## src/rtl/text_console_writer_unit_defines.svh

```systemverilog
// Assertion macros shared by the text console writer RTL.
`ifndef TEXT_CONSOLE_WRITER_UNIT_DEFINES_SVH
`define TEXT_CONSOLE_WRITER_UNIT_DEFINES_SVH

// The consequent must hold in the same cycle as the antecedent.
`define TCW_ASSERT_IMP(lbl, ante, cons, msg) \
    lbl: assert property (@(posedge clk) disable iff (!rst_n) (ante) |-> (cons)) \
        else $error(msg);

// The consequent must hold in the cycle after the antecedent.
`define TCW_ASSERT_NXT(lbl, ante, cons, msg) \
    lbl: assert property (@(posedge clk) disable iff (!rst_n) (ante) |=> (cons)) \
        else $error(msg);

`endif

```

## src/rtl/tcw_pkg.sv

```systemverilog
// Shared constants, types and helper functions of the text console writer.
`default_nettype none

package tcw_pkg;

    localparam int COLS   = 80;
    localparam int ROWS   = 25;
    localparam int CELLS  = COLS * ROWS;
    localparam int COL_W  = $clog2(COLS);
    localparam int ROW_W  = $clog2(ROWS);
    localparam int ADDR_W = $clog2(CELLS);

    localparam int CMD_W    = 3;
    localparam int CHAR_W   = 8;
    localparam int ATTR_W   = 8;
    localparam int IN_COL_W = 7;
    localparam int IN_ROW_W = 5;
    localparam int POS_W    = 11;
    localparam int CELL_W   = 16;

    localparam int IN_CHAR_LSB = CMD_W;
    localparam int IN_ATTR_LSB = IN_CHAR_LSB + CHAR_W;
    localparam int IN_COL_LSB  = IN_ATTR_LSB + ATTR_W;
    localparam int IN_ROW_LSB  = IN_COL_LSB + IN_COL_W;
    localparam int IN_TDATA_W  = 32;
    localparam int OUT_TDATA_W = 32;
    localparam int OUT_PAD_W   = OUT_TDATA_W - POS_W - CELL_W - 1;
    localparam int OUT_SCROLL_BIT = POS_W + CELL_W;

    localparam int APB_ADDR_W = 3;
    localparam int APB_DATA_W = 32;

    localparam logic [CMD_W-1:0] CMD_PUT       = 3'd0;
    localparam logic [CMD_W-1:0] CMD_BACKSPACE = 3'd1;
    localparam logic [CMD_W-1:0] CMD_CLEAR     = 3'd2;
    localparam logic [CMD_W-1:0] CMD_SETCUR    = 3'd3;
    localparam logic [CMD_W-1:0] CMD_READ      = 3'd4;

    localparam logic [CHAR_W-1:0] NEWLINE_CHAR     = 8'h0A;
    localparam logic [CHAR_W-1:0] SPACE_CHAR       = 8'h20;
    localparam logic [ATTR_W-1:0] RESET_CLEAR_ATTR = 8'h17;
    localparam logic [ATTR_W-1:0] RESET_ERASE_ATTR = 8'h0F;
    localparam logic [CELL_W-1:0] RESET_CELL       = {RESET_CLEAR_ATTR, SPACE_CHAR};

    localparam int QUEUE_DEPTH = 2;
    localparam int QPTR_W      = $clog2(QUEUE_DEPTH);
    localparam int QCNT_W      = $clog2(QUEUE_DEPTH + 1);

    typedef enum logic [2:0] {
        OP_PUT,
        OP_NEWLINE,
        OP_BACKSPACE,
        OP_CLEAR,
        OP_SETCUR,
        OP_READ,
        OP_NOP
    } op_kind_t;

    typedef struct packed {
        op_kind_t            kind;
        logic [CHAR_W-1:0]   char_code;
        logic [ATTR_W-1:0]   attribute;
        logic [COL_W-1:0]    col;
        logic [ROW_W-1:0]    row;
    } op_t;

    typedef struct packed {
        logic [POS_W-1:0]  pos;
        logic [CELL_W-1:0] cell_value;
        logic              scrolled;
    } result_t;

    typedef struct packed {
        logic              init;
        logic              busy;
        logic [COL_W-1:0]  cur_col;
        logic [ROW_W-1:0]  cur_row;
    } back_status_t;

    function automatic logic [COL_W-1:0] sat_col(input logic [IN_COL_W-1:0] v);
        if (int'(v) >= COLS)
        begin
            return COL_W'(COLS - 1);
        end
        return COL_W'(v);
    endfunction

    function automatic logic [ROW_W-1:0] sat_row(input logic [IN_ROW_W-1:0] v);
        if (int'(v) >= ROWS)
        begin
            return ROW_W'(ROWS - 1);
        end
        return ROW_W'(v);
    endfunction

    function automatic logic [ADDR_W-1:0] cell_addr(input logic [ROW_W-1:0] r,
                                                    input logic [COL_W-1:0] c);
        return ADDR_W'(r) * ADDR_W'(COLS) + ADDR_W'(c);
    endfunction

    function automatic logic [POS_W-1:0] to_pos(input logic [ADDR_W-1:0] a);
        logic [31:0] w;
        w = 32'(a);
        return w[POS_W-1:0];
    endfunction

endpackage

`default_nettype wire

```

## src/rtl/tcw_front.sv

```systemverilog
// Input side: accepts command beats, decodes them and saturates coordinates.
`default_nettype none

module tcw_front
    import tcw_pkg::*;
(
    input  wire logic                  s_axis_tvalid,
    output logic                       s_axis_tready,
    input  wire logic [IN_TDATA_W-1:0] s_axis_tdata,
    input  wire logic                  q_full,
    input  wire logic                  hold,
    output logic                       push,
    output op_t                        push_op
);

    logic [CMD_W-1:0]    cmd;
    logic [CHAR_W-1:0]   ch;
    logic [ATTR_W-1:0]   attr;
    logic [IN_COL_W-1:0] col_in;
    logic [IN_ROW_W-1:0] row_in;

    assign cmd    = s_axis_tdata[CMD_W-1:0];
    assign ch     = s_axis_tdata[IN_CHAR_LSB +: CHAR_W];
    assign attr   = s_axis_tdata[IN_ATTR_LSB +: ATTR_W];
    assign col_in = s_axis_tdata[IN_COL_LSB +: IN_COL_W];
    assign row_in = s_axis_tdata[IN_ROW_LSB +: IN_ROW_W];

    assign s_axis_tready = !q_full && !hold;
    assign push          = s_axis_tvalid && s_axis_tready;

    always_comb
    begin
        push_op.char_code = ch;
        push_op.attribute = attr;
        push_op.col       = sat_col(col_in);
        push_op.row       = sat_row(row_in);
        unique case (cmd)
            CMD_PUT:       push_op.kind = (ch == NEWLINE_CHAR) ? OP_NEWLINE : OP_PUT;
            CMD_BACKSPACE: push_op.kind = OP_BACKSPACE;
            CMD_CLEAR:     push_op.kind = OP_CLEAR;
            CMD_SETCUR:    push_op.kind = OP_SETCUR;
            CMD_READ:      push_op.kind = OP_READ;
            default:       push_op.kind = OP_NOP;
        endcase
    end

endmodule

`default_nettype wire

```

## config.mk

```make
export PLATFORM = sky130hd
export DESIGN_NAME = tcw_front
export DESIGN_NICKNAME = d
export VERILOG_FILES = /design/src/rtl/text_console_writer_unit_defines.svh /design/src/rtl/tcw_pkg.sv /design/src/rtl/tcw_front.sv
export SDC_FILE = /design/constraint.sdc
export NUM_CORES = 1
export LEC_CHECK = 0
export BUFFER_PORTS_ARGS = -buffer_cell sky130_fd_sc_hd__buf_2
export CAP_MARGIN = 25
export CORE_AREA = 2 2 39 41
export DETAILED_ROUTE_END_ITERATION = 12
export DIE_AREA = 0 0 41 43
export PLACE_DENSITY = 0.74
export SETUP_SLACK_MARGIN = 0.2
export SYNTH_ARGS = -nofsm -noshare
export SYNTH_HDL_FRONTEND = slang
export SYNTH_SLANG_ARGS = --single-unit
```

## constraint.sdc

```tcl
create_clock -name vclk -period 1.2
set_clock_uncertainty 0.1 [all_clocks]
set_input_delay 0.18 -clock vclk [all_inputs]
set_output_delay 0.18 -clock vclk [all_outputs]
set_load 0.02 [all_outputs]
```

==> flow_summary.ini <==
[run_status]
status = complete, but fails checks
violations = negative setup slack

[synthesis]
syn-cell-area_um2 = 268
post-synth-top-area-fraction_pct = 44.9
netlist_instances = 41
synth_largest_area_cell = buf_4
syn_nets = 76
synthTopCellsByArea = buf_4 45%, nand2b_1 12%, and2_1 9.3%, a211oi_1 5.6%, nor2_1 5.6%
synth.yosys.warnings = 0
postSynthAreaPerCell_um2 = 6.53
seq_area_frac_synth_pct = 0
yosys.cell_types.count = 11

[global_route]
grt_util_all_layers_pct = 7.39
grt_pass1_wl_um = 993
antenna_found_initial = 0
use_met1_pct = 4.75
grt_overflow_total = 0
gr_util_met3_pct = 0.524
gr-max-usage-layer = met2
number_of_global_route_vias_before_repair = 284
met2_track_demand_over_resource_pct = 17.8
maximum_number_of_pins_on_one_net_before_global_route_repair = 5

[sta]
max_freq_mhz = 775
finalWorstPathRequiredPeriod_ns = 1.29
finalSetupViolCount = 1
worst_slew_pin_slew_ns = 0.270
grt_setup_unrepaired = yes
final.hold.worst_slack_ns = 0.260
final.setup.worst_slack_ns = -0.0903
min_period_over_period_pct = 108
hold_violations = 0
timing.slew.headroom_pct = 81.9
final-max-slew-violation-count = 0
tns_ns = -0.0903

[routing]
drt_first_pass_iters = 4
route.antenna.remaining_nets = 0
routed_wl_um = 802
remaining_drc_errors = 0
drt_iter0_drc = 2
wl_per_cell_um = 9.01
route.detailed.vias_per_inst = 3.97
routed-via-count = 353

[layout]
drive_gt1_share_pct = 76.7
final.clkbuf_count = 0
layout_cell_area_excl_fill_um2 = 460
numSequentialCells = 0
seqCellArea_um2 = 0
areaGrowthSynthToFinish_pct = 72.0
utilization_pct = 33.3
nets = 110
antenna-diode-count = 0

[critical_path]
timing.critical_path.required_ns = 0.92
path_class = primary input to output pin
worstSetupStartpointType = primary input
crit_path_start = s_axis_tdata[8]
critical_path.max_fanout = 2
cp.buffers_inverters = 2
critPathSlowestCell = nor4_4
critical_path.endpoint_type = output pin
crit_arrival_ns = 1.01
critPathTopFamily = buffers and inverters
cp_peak_stage_delay_ns = 0.27
crit_chain = buf_2, nor4_4, a211oi_1, a211oi_2, buf_4

[floorplan]
chipWidth_um = 41
core.rowCount = 14
io_pins = 68
coreArea_um2 = 1380
die_height_um = 43
die_area_um2 = 1760
floorplan.initialDensity_pct = 19.3

[power]
p_sw_uw = 116
netSwitchingFraction_pct = 56.4
clock_power_share_pct = 0
pwr-share-seq_pct = 0
p_comb_share_pct = 100.0
power_leakage_uw = 0.000263
intPower_uw = 89.9
power.ir.vdd_worst_v = 0.000105
power_density_nw_per_um2 = 448

[min_path]
hold_path_startpoint = s_axis_tdata[11]
hold_crit_class = primary input to output pin

[place]
port_buffers = 51
routabilityCongestion = 0.576
worst_slack_at_placement_ns = -0.116
dpl_cell_area_um2 = 428

[clock_network]
postCtsHoldBufs = 0

[job]
timing.max_cap.violations = 0
==> metrics by stage <==
stage | power (µW) | std cells
floorplan | 157 | 41
global placement | 190 | 89
detailed placement | 194 | 89
CTS | 200 | 89
global route | 221 | 89
finish | 206 | 89
==> layout by cell type, fill, tap and decap left out, drive strengths merged <==
| master | Yosys | final |
|---|---|---|
| a211oi | 2 | 2 |
| and2 | 4 | 4 |
| and4bb | 1 | 1 |
| buf | 16 | 51 |
| nand2 | 2 | 2 |
| nand2b | 5 | 5 |
| nor2 | 4 | 4 |
| nor2b | 2 | 2 |
| nor4 | 1 | 1 |
| o21ai | 1 | 1 |
==> cells by family after synthesis <==
logic type             share of synthesized area (%)
and+or+nand+nor                                 43.5
buffers and inverters                           49.1
AOI/OAI and AO/OA                               7.47
==> synth_stat cells, drive strengths merged <==
library cell	n
buf	16
nand2b	5
and2	4
nor2	4
clkbuf	3
a211oi	2
nand2	2
nor2b	2
and4bb	1
nor4	1
o21ai	1
==> final timing paths <==
kind     endpoint  cells after the start
max   push_op[28]                      5
min   push_op[12]                      0
==> power groups by stage <==
stage	Combinational [µW]	Sequential [µW]	Clock (µW)
6_report	206	0	0
5_1_grt	221	0	0
4_1_cts	200	0	0
3_5_place_dp	194	0	0
3_3_place_gp	190	0	0
2_1_floorplan	157	0	0
==> final cells by class <==
type / instances / area, µm²
multi-input cells: 22 / 164
repair buffers: 51 / 277
well taps: 16 / 20.0
fillers: 157 / 923
==> timing repair <==
item	in CTS	in global routing
gates cloned	0	0
resized for setup	4	5
setup endpoints to repair	5	5
pin swaps	0	1
buffers inserted	0	0
==> layer usage <==
| metal | up-vias | share of wire [%] |
|---|---|---|
| li1 | 180 | - |
| met1 | 151 | 30 |
| met2 | 22 | 59 |
| met3 | 0 | 11 |
| met4 | 0 | 0 |
| met5 | - | 0 |
Note: power is estimated with default switching activity, not from simulation.
