**config.mk**
```make
export PLATFORM = sky130hd
export DESIGN_NAME = tcw_queue
export DESIGN_NICKNAME = d
export VERILOG_FILES = /design/src/rtl/text_console_writer_unit_defines.svh /design/src/rtl/tcw_pkg.sv /design/src/rtl/tcw_queue.sv
export SDC_FILE = /design/constraint.sdc
export NUM_CORES = 1
export LEC_CHECK = 0
export ABC_CLOCK_PERIOD_IN_PS = 2600
export BUFFER_PORTS_ARGS = -buffer_cell sky130_fd_sc_hd__buf_2
export CAP_MARGIN = 10
export CORE_ASPECT_RATIO = 0.6
export CORE_MARGIN = 1.5
export CORE_UTILIZATION = 32
export DETAILED_ROUTE_END_ITERATION = 16
export SLEW_MARGIN = 30
export SYNTH_ARGS = -nofsm -noshare
export SYNTH_HDL_FRONTEND = slang
export SYNTH_SLANG_ARGS = --single-unit
```
**constraint.sdc**
```tcl
create_clock -name clk -period 2.6 [get_ports clk]
set_input_delay 0.26 -clock clk [delete_from_list [all_inputs] [get_ports clk]]
set_output_delay 0.26 -clock clk [all_outputs]
set_load 0.05 [all_outputs]
```
**src/rtl/text_console_writer_unit_defines.svh**
```systemverilog
// Assertion macros shared by the text console writer RTL.
`ifndef TEXT_CONSOLE_WRITER_UNIT_DEFINES_SVH
`define TEXT_CONSOLE_WRITER_UNIT_DEFINES_SVH

// The consequent must hold in the same cycle as the antecedent.
`define TCW_ASSERT_IMP(lbl, ante, cons, msg) \
    lbl: assert property (@(posedge clk) disable iff (!rst_n) (ante) |-> (cons)) \
        else $error(msg);

// The consequent must hold in the cycle after the antecedent.
`define TCW_ASSERT_NXT(lbl, ante, cons, msg) \
    lbl: assert property (@(posedge clk) disable iff (!rst_n) (ante) |=> (cons)) \
        else $error(msg);

`endif

```
**src/rtl/tcw_pkg.sv**
```systemverilog
// Shared constants, types and helper functions of the text console writer.
`default_nettype none

package tcw_pkg;

    localparam int COLS   = 80;
    localparam int ROWS   = 25;
    localparam int CELLS  = COLS * ROWS;
    localparam int COL_W  = $clog2(COLS);
    localparam int ROW_W  = $clog2(ROWS);
    localparam int ADDR_W = $clog2(CELLS);

    localparam int CMD_W    = 3;
    localparam int CHAR_W   = 8;
    localparam int ATTR_W   = 8;
    localparam int IN_COL_W = 7;
    localparam int IN_ROW_W = 5;
    localparam int POS_W    = 11;
    localparam int CELL_W   = 16;

    localparam int IN_CHAR_LSB = CMD_W;
    localparam int IN_ATTR_LSB = IN_CHAR_LSB + CHAR_W;
    localparam int IN_COL_LSB  = IN_ATTR_LSB + ATTR_W;
    localparam int IN_ROW_LSB  = IN_COL_LSB + IN_COL_W;
    localparam int IN_TDATA_W  = 32;
    localparam int OUT_TDATA_W = 32;
    localparam int OUT_PAD_W   = OUT_TDATA_W - POS_W - CELL_W - 1;
    localparam int OUT_SCROLL_BIT = POS_W + CELL_W;

    localparam int APB_ADDR_W = 3;
    localparam int APB_DATA_W = 32;

    localparam logic [CMD_W-1:0] CMD_PUT       = 3'd0;
    localparam logic [CMD_W-1:0] CMD_BACKSPACE = 3'd1;
    localparam logic [CMD_W-1:0] CMD_CLEAR     = 3'd2;
    localparam logic [CMD_W-1:0] CMD_SETCUR    = 3'd3;
    localparam logic [CMD_W-1:0] CMD_READ      = 3'd4;

    localparam logic [CHAR_W-1:0] NEWLINE_CHAR     = 8'h0A;
    localparam logic [CHAR_W-1:0] SPACE_CHAR       = 8'h20;
    localparam logic [ATTR_W-1:0] RESET_CLEAR_ATTR = 8'h17;
    localparam logic [ATTR_W-1:0] RESET_ERASE_ATTR = 8'h0F;
    localparam logic [CELL_W-1:0] RESET_CELL       = {RESET_CLEAR_ATTR, SPACE_CHAR};

    localparam int QUEUE_DEPTH = 2;
    localparam int QPTR_W      = $clog2(QUEUE_DEPTH);
    localparam int QCNT_W      = $clog2(QUEUE_DEPTH + 1);

    typedef enum logic [2:0] {
        OP_PUT,
        OP_NEWLINE,
        OP_BACKSPACE,
        OP_CLEAR,
        OP_SETCUR,
        OP_READ,
        OP_NOP
    } op_kind_t;

    typedef struct packed {
        op_kind_t            kind;
        logic [CHAR_W-1:0]   char_code;
        logic [ATTR_W-1:0]   attribute;
        logic [COL_W-1:0]    col;
        logic [ROW_W-1:0]    row;
    } op_t;

    typedef struct packed {
        logic [POS_W-1:0]  pos;
        logic [CELL_W-1:0] cell_value;
        logic              scrolled;
    } result_t;

    typedef struct packed {
        logic              init;
        logic              busy;
        logic [COL_W-1:0]  cur_col;
        logic [ROW_W-1:0]  cur_row;
    } back_status_t;

    function automatic logic [COL_W-1:0] sat_col(input logic [IN_COL_W-1:0] v);
        if (int'(v) >= COLS)
        begin
            return COL_W'(COLS - 1);
        end
        return COL_W'(v);
    endfunction

    function automatic logic [ROW_W-1:0] sat_row(input logic [IN_ROW_W-1:0] v);
        if (int'(v) >= ROWS)
        begin
            return ROW_W'(ROWS - 1);
        end
        return ROW_W'(v);
    endfunction

    function automatic logic [ADDR_W-1:0] cell_addr(input logic [ROW_W-1:0] r,
                                                    input logic [COL_W-1:0] c);
        return ADDR_W'(r) * ADDR_W'(COLS) + ADDR_W'(c);
    endfunction

    function automatic logic [POS_W-1:0] to_pos(input logic [ADDR_W-1:0] a);
        logic [31:0] w;
        w = 32'(a);
        return w[POS_W-1:0];
    endfunction

endpackage

`default_nettype wire

```
**src/rtl/tcw_queue.sv**
```systemverilog
// Short queue of decoded commands between the input side and the executing side.
`default_nettype none

module tcw_queue
    import tcw_pkg::*;
(
    input  wire logic clk,
    input  wire logic rst_n,
    input  wire logic push,
    input  wire op_t  push_op,
    input  wire logic pop,
    output op_t       pop_op,
    output logic      empty,
    output logic      full
);

    op_t               q_reg [QUEUE_DEPTH];
    logic [QPTR_W-1:0] wr_ptr_reg, wr_ptr_next;
    logic [QPTR_W-1:0] rd_ptr_reg, rd_ptr_next;
    logic [QCNT_W-1:0] count_reg, count_next;

    assign empty  = (count_reg == '0);
    assign full   = (count_reg == QCNT_W'(QUEUE_DEPTH));
    assign pop_op = q_reg[rd_ptr_reg];

    always_comb
    begin
        wr_ptr_next = wr_ptr_reg;
        rd_ptr_next = rd_ptr_reg;
        count_next  = count_reg;
        if (push)
        begin
            wr_ptr_next = (wr_ptr_reg == QPTR_W'(QUEUE_DEPTH - 1)) ? '0
                                                                  : wr_ptr_reg + QPTR_W'(1);
        end
        if (pop)
        begin
            rd_ptr_next = (rd_ptr_reg == QPTR_W'(QUEUE_DEPTH - 1)) ? '0
                                                                  : rd_ptr_reg + QPTR_W'(1);
        end
        if (push && !pop)
        begin
            count_next = count_reg + QCNT_W'(1);
        end
        else if (pop && !push)
        begin
            count_next = count_reg - QCNT_W'(1);
        end
    end

    always_ff @(posedge clk or negedge rst_n)
    begin
        if (!rst_n)
        begin
            wr_ptr_reg <= '0;
            rd_ptr_reg <= '0;
            count_reg  <= '0;
        end
        else
        begin
            wr_ptr_reg <= wr_ptr_next;
            rd_ptr_reg <= rd_ptr_next;
            count_reg  <= count_next;
        end
    end

    always_ff @(posedge clk)
    begin
        if (push)
        begin
            q_reg[wr_ptr_reg] <= push_op;
        end
    end

endmodule

`default_nettype wire

```
==> flow_metrics.env <==
export IMPL_routed_wl_um=4265
export IMPL_io_pins=68
export IMPL_route_vias_total=1272
export IMPL_drive_above_1_share=0.5838
export IMPL_path_buf_inv=2
export IMPL_fmax_mhz=492.8
export IMPL_r2r_end="q_reg[0][15]"
export IMPL_final_cells=306
export IMPL_syn_to_final_growth_pct=28.30
export IMPL_synth_seq_area_share=0.7612
export IMPL_cp_max_fo=22
export IMPL_first_global_vias=1224
export IMPL_die_x_um=118.9
export IMPL_hpwlAfterDp_um=2920
export IMPL_remaining_drc_errors=0
export IMPL_cts_tree="built"
export IMPL_worst_hold_slack_ps=123.8
export IMPL_crit_chain="buf_12 > mux2_2 > buf_2"
export IMPL_dp_cells=288
export IMPL_min_period_ps=2029
export IMPL_setup_violations=0
export IMPL_crit_arrival_ps=1770
export IMPL_finalCritPeriodShare=0.7805
export IMPL_place_area_um2=3040
export IMPL_finalHoldViolations=0
export IMPL_max_slew_worst_pin_slew_ps=536.2
export IMPL_cts_root_buffer="clkbuf_16"
export IMPL_port_buffers=67
export IMPL_p_leak_nw=1.347
export IMPL_grt_max_degree=23
export IMPL_postRouteAntennaNets=0
export IMPL_worstSetupStartpointType="flop"
export IMPL_wl_per_cell_um=13.94
export IMPL_nFillCells=695
export IMPL_ir_drop_mv=0.6329
export IMPL_end_kind="primary output"
export IMPL_numCtsBuffers=9
export IMPL_clock_sinks=66
export IMPL_critPathKind="reg2out"
export IMPL_max_cap_violations=0
export IMPL_grt_pass1_wl_um=6417
export IMPL_syn_nets=149
export IMPL_relSlewSlack=0.6418
export IMPL_hp_class="in2reg"
export IMPL_syn_area_um2=2577
export IMPL_start_util=0.3283
export IMPL_r2r_start="wr_ptr_reg"
export IMPL_ys_warn_count=0
export IMPL_cp_depth=3
export IMPL_fin_tns_setup_ps=0
export IMPL_reg2reg_setup_slack_ps=1180
export IMPL_h_tree_depth=3
export IMPL_rsz0062_at_grt="no"
export IMPL_hold_start="push_op[2]"
export IMPL_clock_skew_ps=4.190
export IMPL_grt_ovfl_total=0
export IMPL_syn_avg_cell_area_um2=22.81
export IMPL_holdPathStages=1
export IMPL_viasPerCell=4.157
export IMPL_cts_reportedPaths_clkPinSlew_ps=50
export IMPL_largest_reg_flops=62
export IMPL_nNetsFinal=228
export IMPL_min_to="q_reg[0][2]"
export IMPL_slowest_stage="dfrtp_2"
export IMPL_core_rowCount=25
export IMPL_die_h_um=72.52
export IMPL_yosysUniqueCellTypes=13
export IMPL_ys_ff_latch=66
export IMPL_crit_path_max_incr_delay_ps=600
export IMPL_track_usage=0.1075
export IMPL_drt_iter0_drc=52
export IMPL_p_total_mw=4.297
export IMPL_cts_resized=0
export IMPL_required_ps=2340
export IMPL_clock_latency_ps=320
export IMPL_power_density_nw_per_um2=1299
export IMPL_status="completed"
export IMPL_slew_violations=0
export IMPL_core_area_um2=7851
export IMPL_antenna_found_initial=0
export IMPL_syn_inst=113
export IMPL_firstDrtPassIters=4
export IMPL_gp_congestion=0.6688
export IMPL_clockBufferDepth=2
export IMPL_cpLargestDelayFamily="flip-flops"
export IMPL_die_area_um2=8620
export IMPL_final_cell_area_um2=3307
export IMPL_reg2reg_depth=2
## layout make-up
| class | count | area (um^2) | area share |
|---|---|---|---|
| Sequential cell | 66 | 1963 | 0.5936 |
| Multi-Input combinational cell | 42 | 548.0 | 0.1657 |
| Clock buffer | 11 | 232.7 | 0.07037 |
| Antenna cell | 1 | 2.502 | 0.0007567 |
| Tap cell | 108 | 135.1 | 0.04086 |
| Timing Repair Buffer | 72 | 400.4 | 0.1211 |
| Clock inverter | 5 | 21.27 | 0.006432 |
| Inverter | 1 | 3.754 | 0.001135 |
## synth_stat cells
cell      number  area share
and2_1         1      0.0024
buf_12         3       0.023
buf_6          1      0.0044
dfrtp_1        4       0.039
edfxtp_1      62        0.72
ha_1           1      0.0049
inv_1          1      0.0015
mux2_2         2      0.0087
mux2_4        29        0.17
nor2_1         2      0.0029
nor2b_1        2      0.0049
xnor2_1        1      0.0034
xor2_1         4       0.014
## logic make-up (layout without fill, tap and decap cells)
logic type	after synthesis	count (layout)	synth area share
xor+xnor	5	5	0.01699
mux	31	31	0.1777
simple gates	5	5	0.01020
buf+inv	5	89	0.02913
fa+ha+maj	1	1	0.004854
other cells	0	1	0
flops	66	66	0.7612
## per-stage QoR
step / util / setup slack, ps
2_1_floorplan: - / 379.5
3_3_place_gp: 0.3873 / 925.9
3_5_place_dp: 0.3873 / 904.9
4_1_cts: 0.4209 / 539.3
5_1_grt: 0.4209 / 491.5
6_report: 0.4212 / 570.6
## layout by cell type, fill, tap and decap left out, drive strengths merged
master | synthesis | routed
and2 | 1 | 1
buf | 4 | 71
clkbuf | 0 | 11
clkinv | 0 | 5
dfrtp | 4 | 4
diode | 0 | 1
dlygate4sd3 | 0 | 1
edfxtp | 62 | 62
ha | 1 | 1
inv | 1 | 1
mux2 | 31 | 31
nor2 | 2 | 2
nor2b | 2 | 2
xnor2 | 1 | 1
xor2 | 4 | 4
## per-layer routing
metal	GRT usage	wire, um	part of all wire
met1	0.1293	1970	0.46
met3	0.06211	421	0.099
met2	0.1544	1799	0.42
met5	0	0	0
met4	0.05622	74	0.017
## how the worst max path moves through the flow
stage	start	end	slack [ps]
after floorplan	wr_ptr_reg	q_reg[0][0]	380
final	rd_ptr_reg	pop_op[11]	570
after detailed placement	rd_ptr_reg	pop_op[11]	900
after global placement	rd_ptr_reg	pop_op[10]	930
after global routing	rd_ptr_reg	pop_op[11]	490
after CTS	rd_ptr_reg	pop_op[11]	540
## repair_timing
action,4_1_cts,5_1_grt
buffers inserted,0,0
hold buffers,1,0
setup endpoints to repair,0,0
hold endpoints to repair,4,0
## report_power, final
group          switching, mW  internal (mW)
Clock                  0.386          0.630
Combinational           1.16          0.589
Sequential             0.116           1.42
Total                   1.66           2.64
Note: power is estimated with default switching activity, not from simulation.
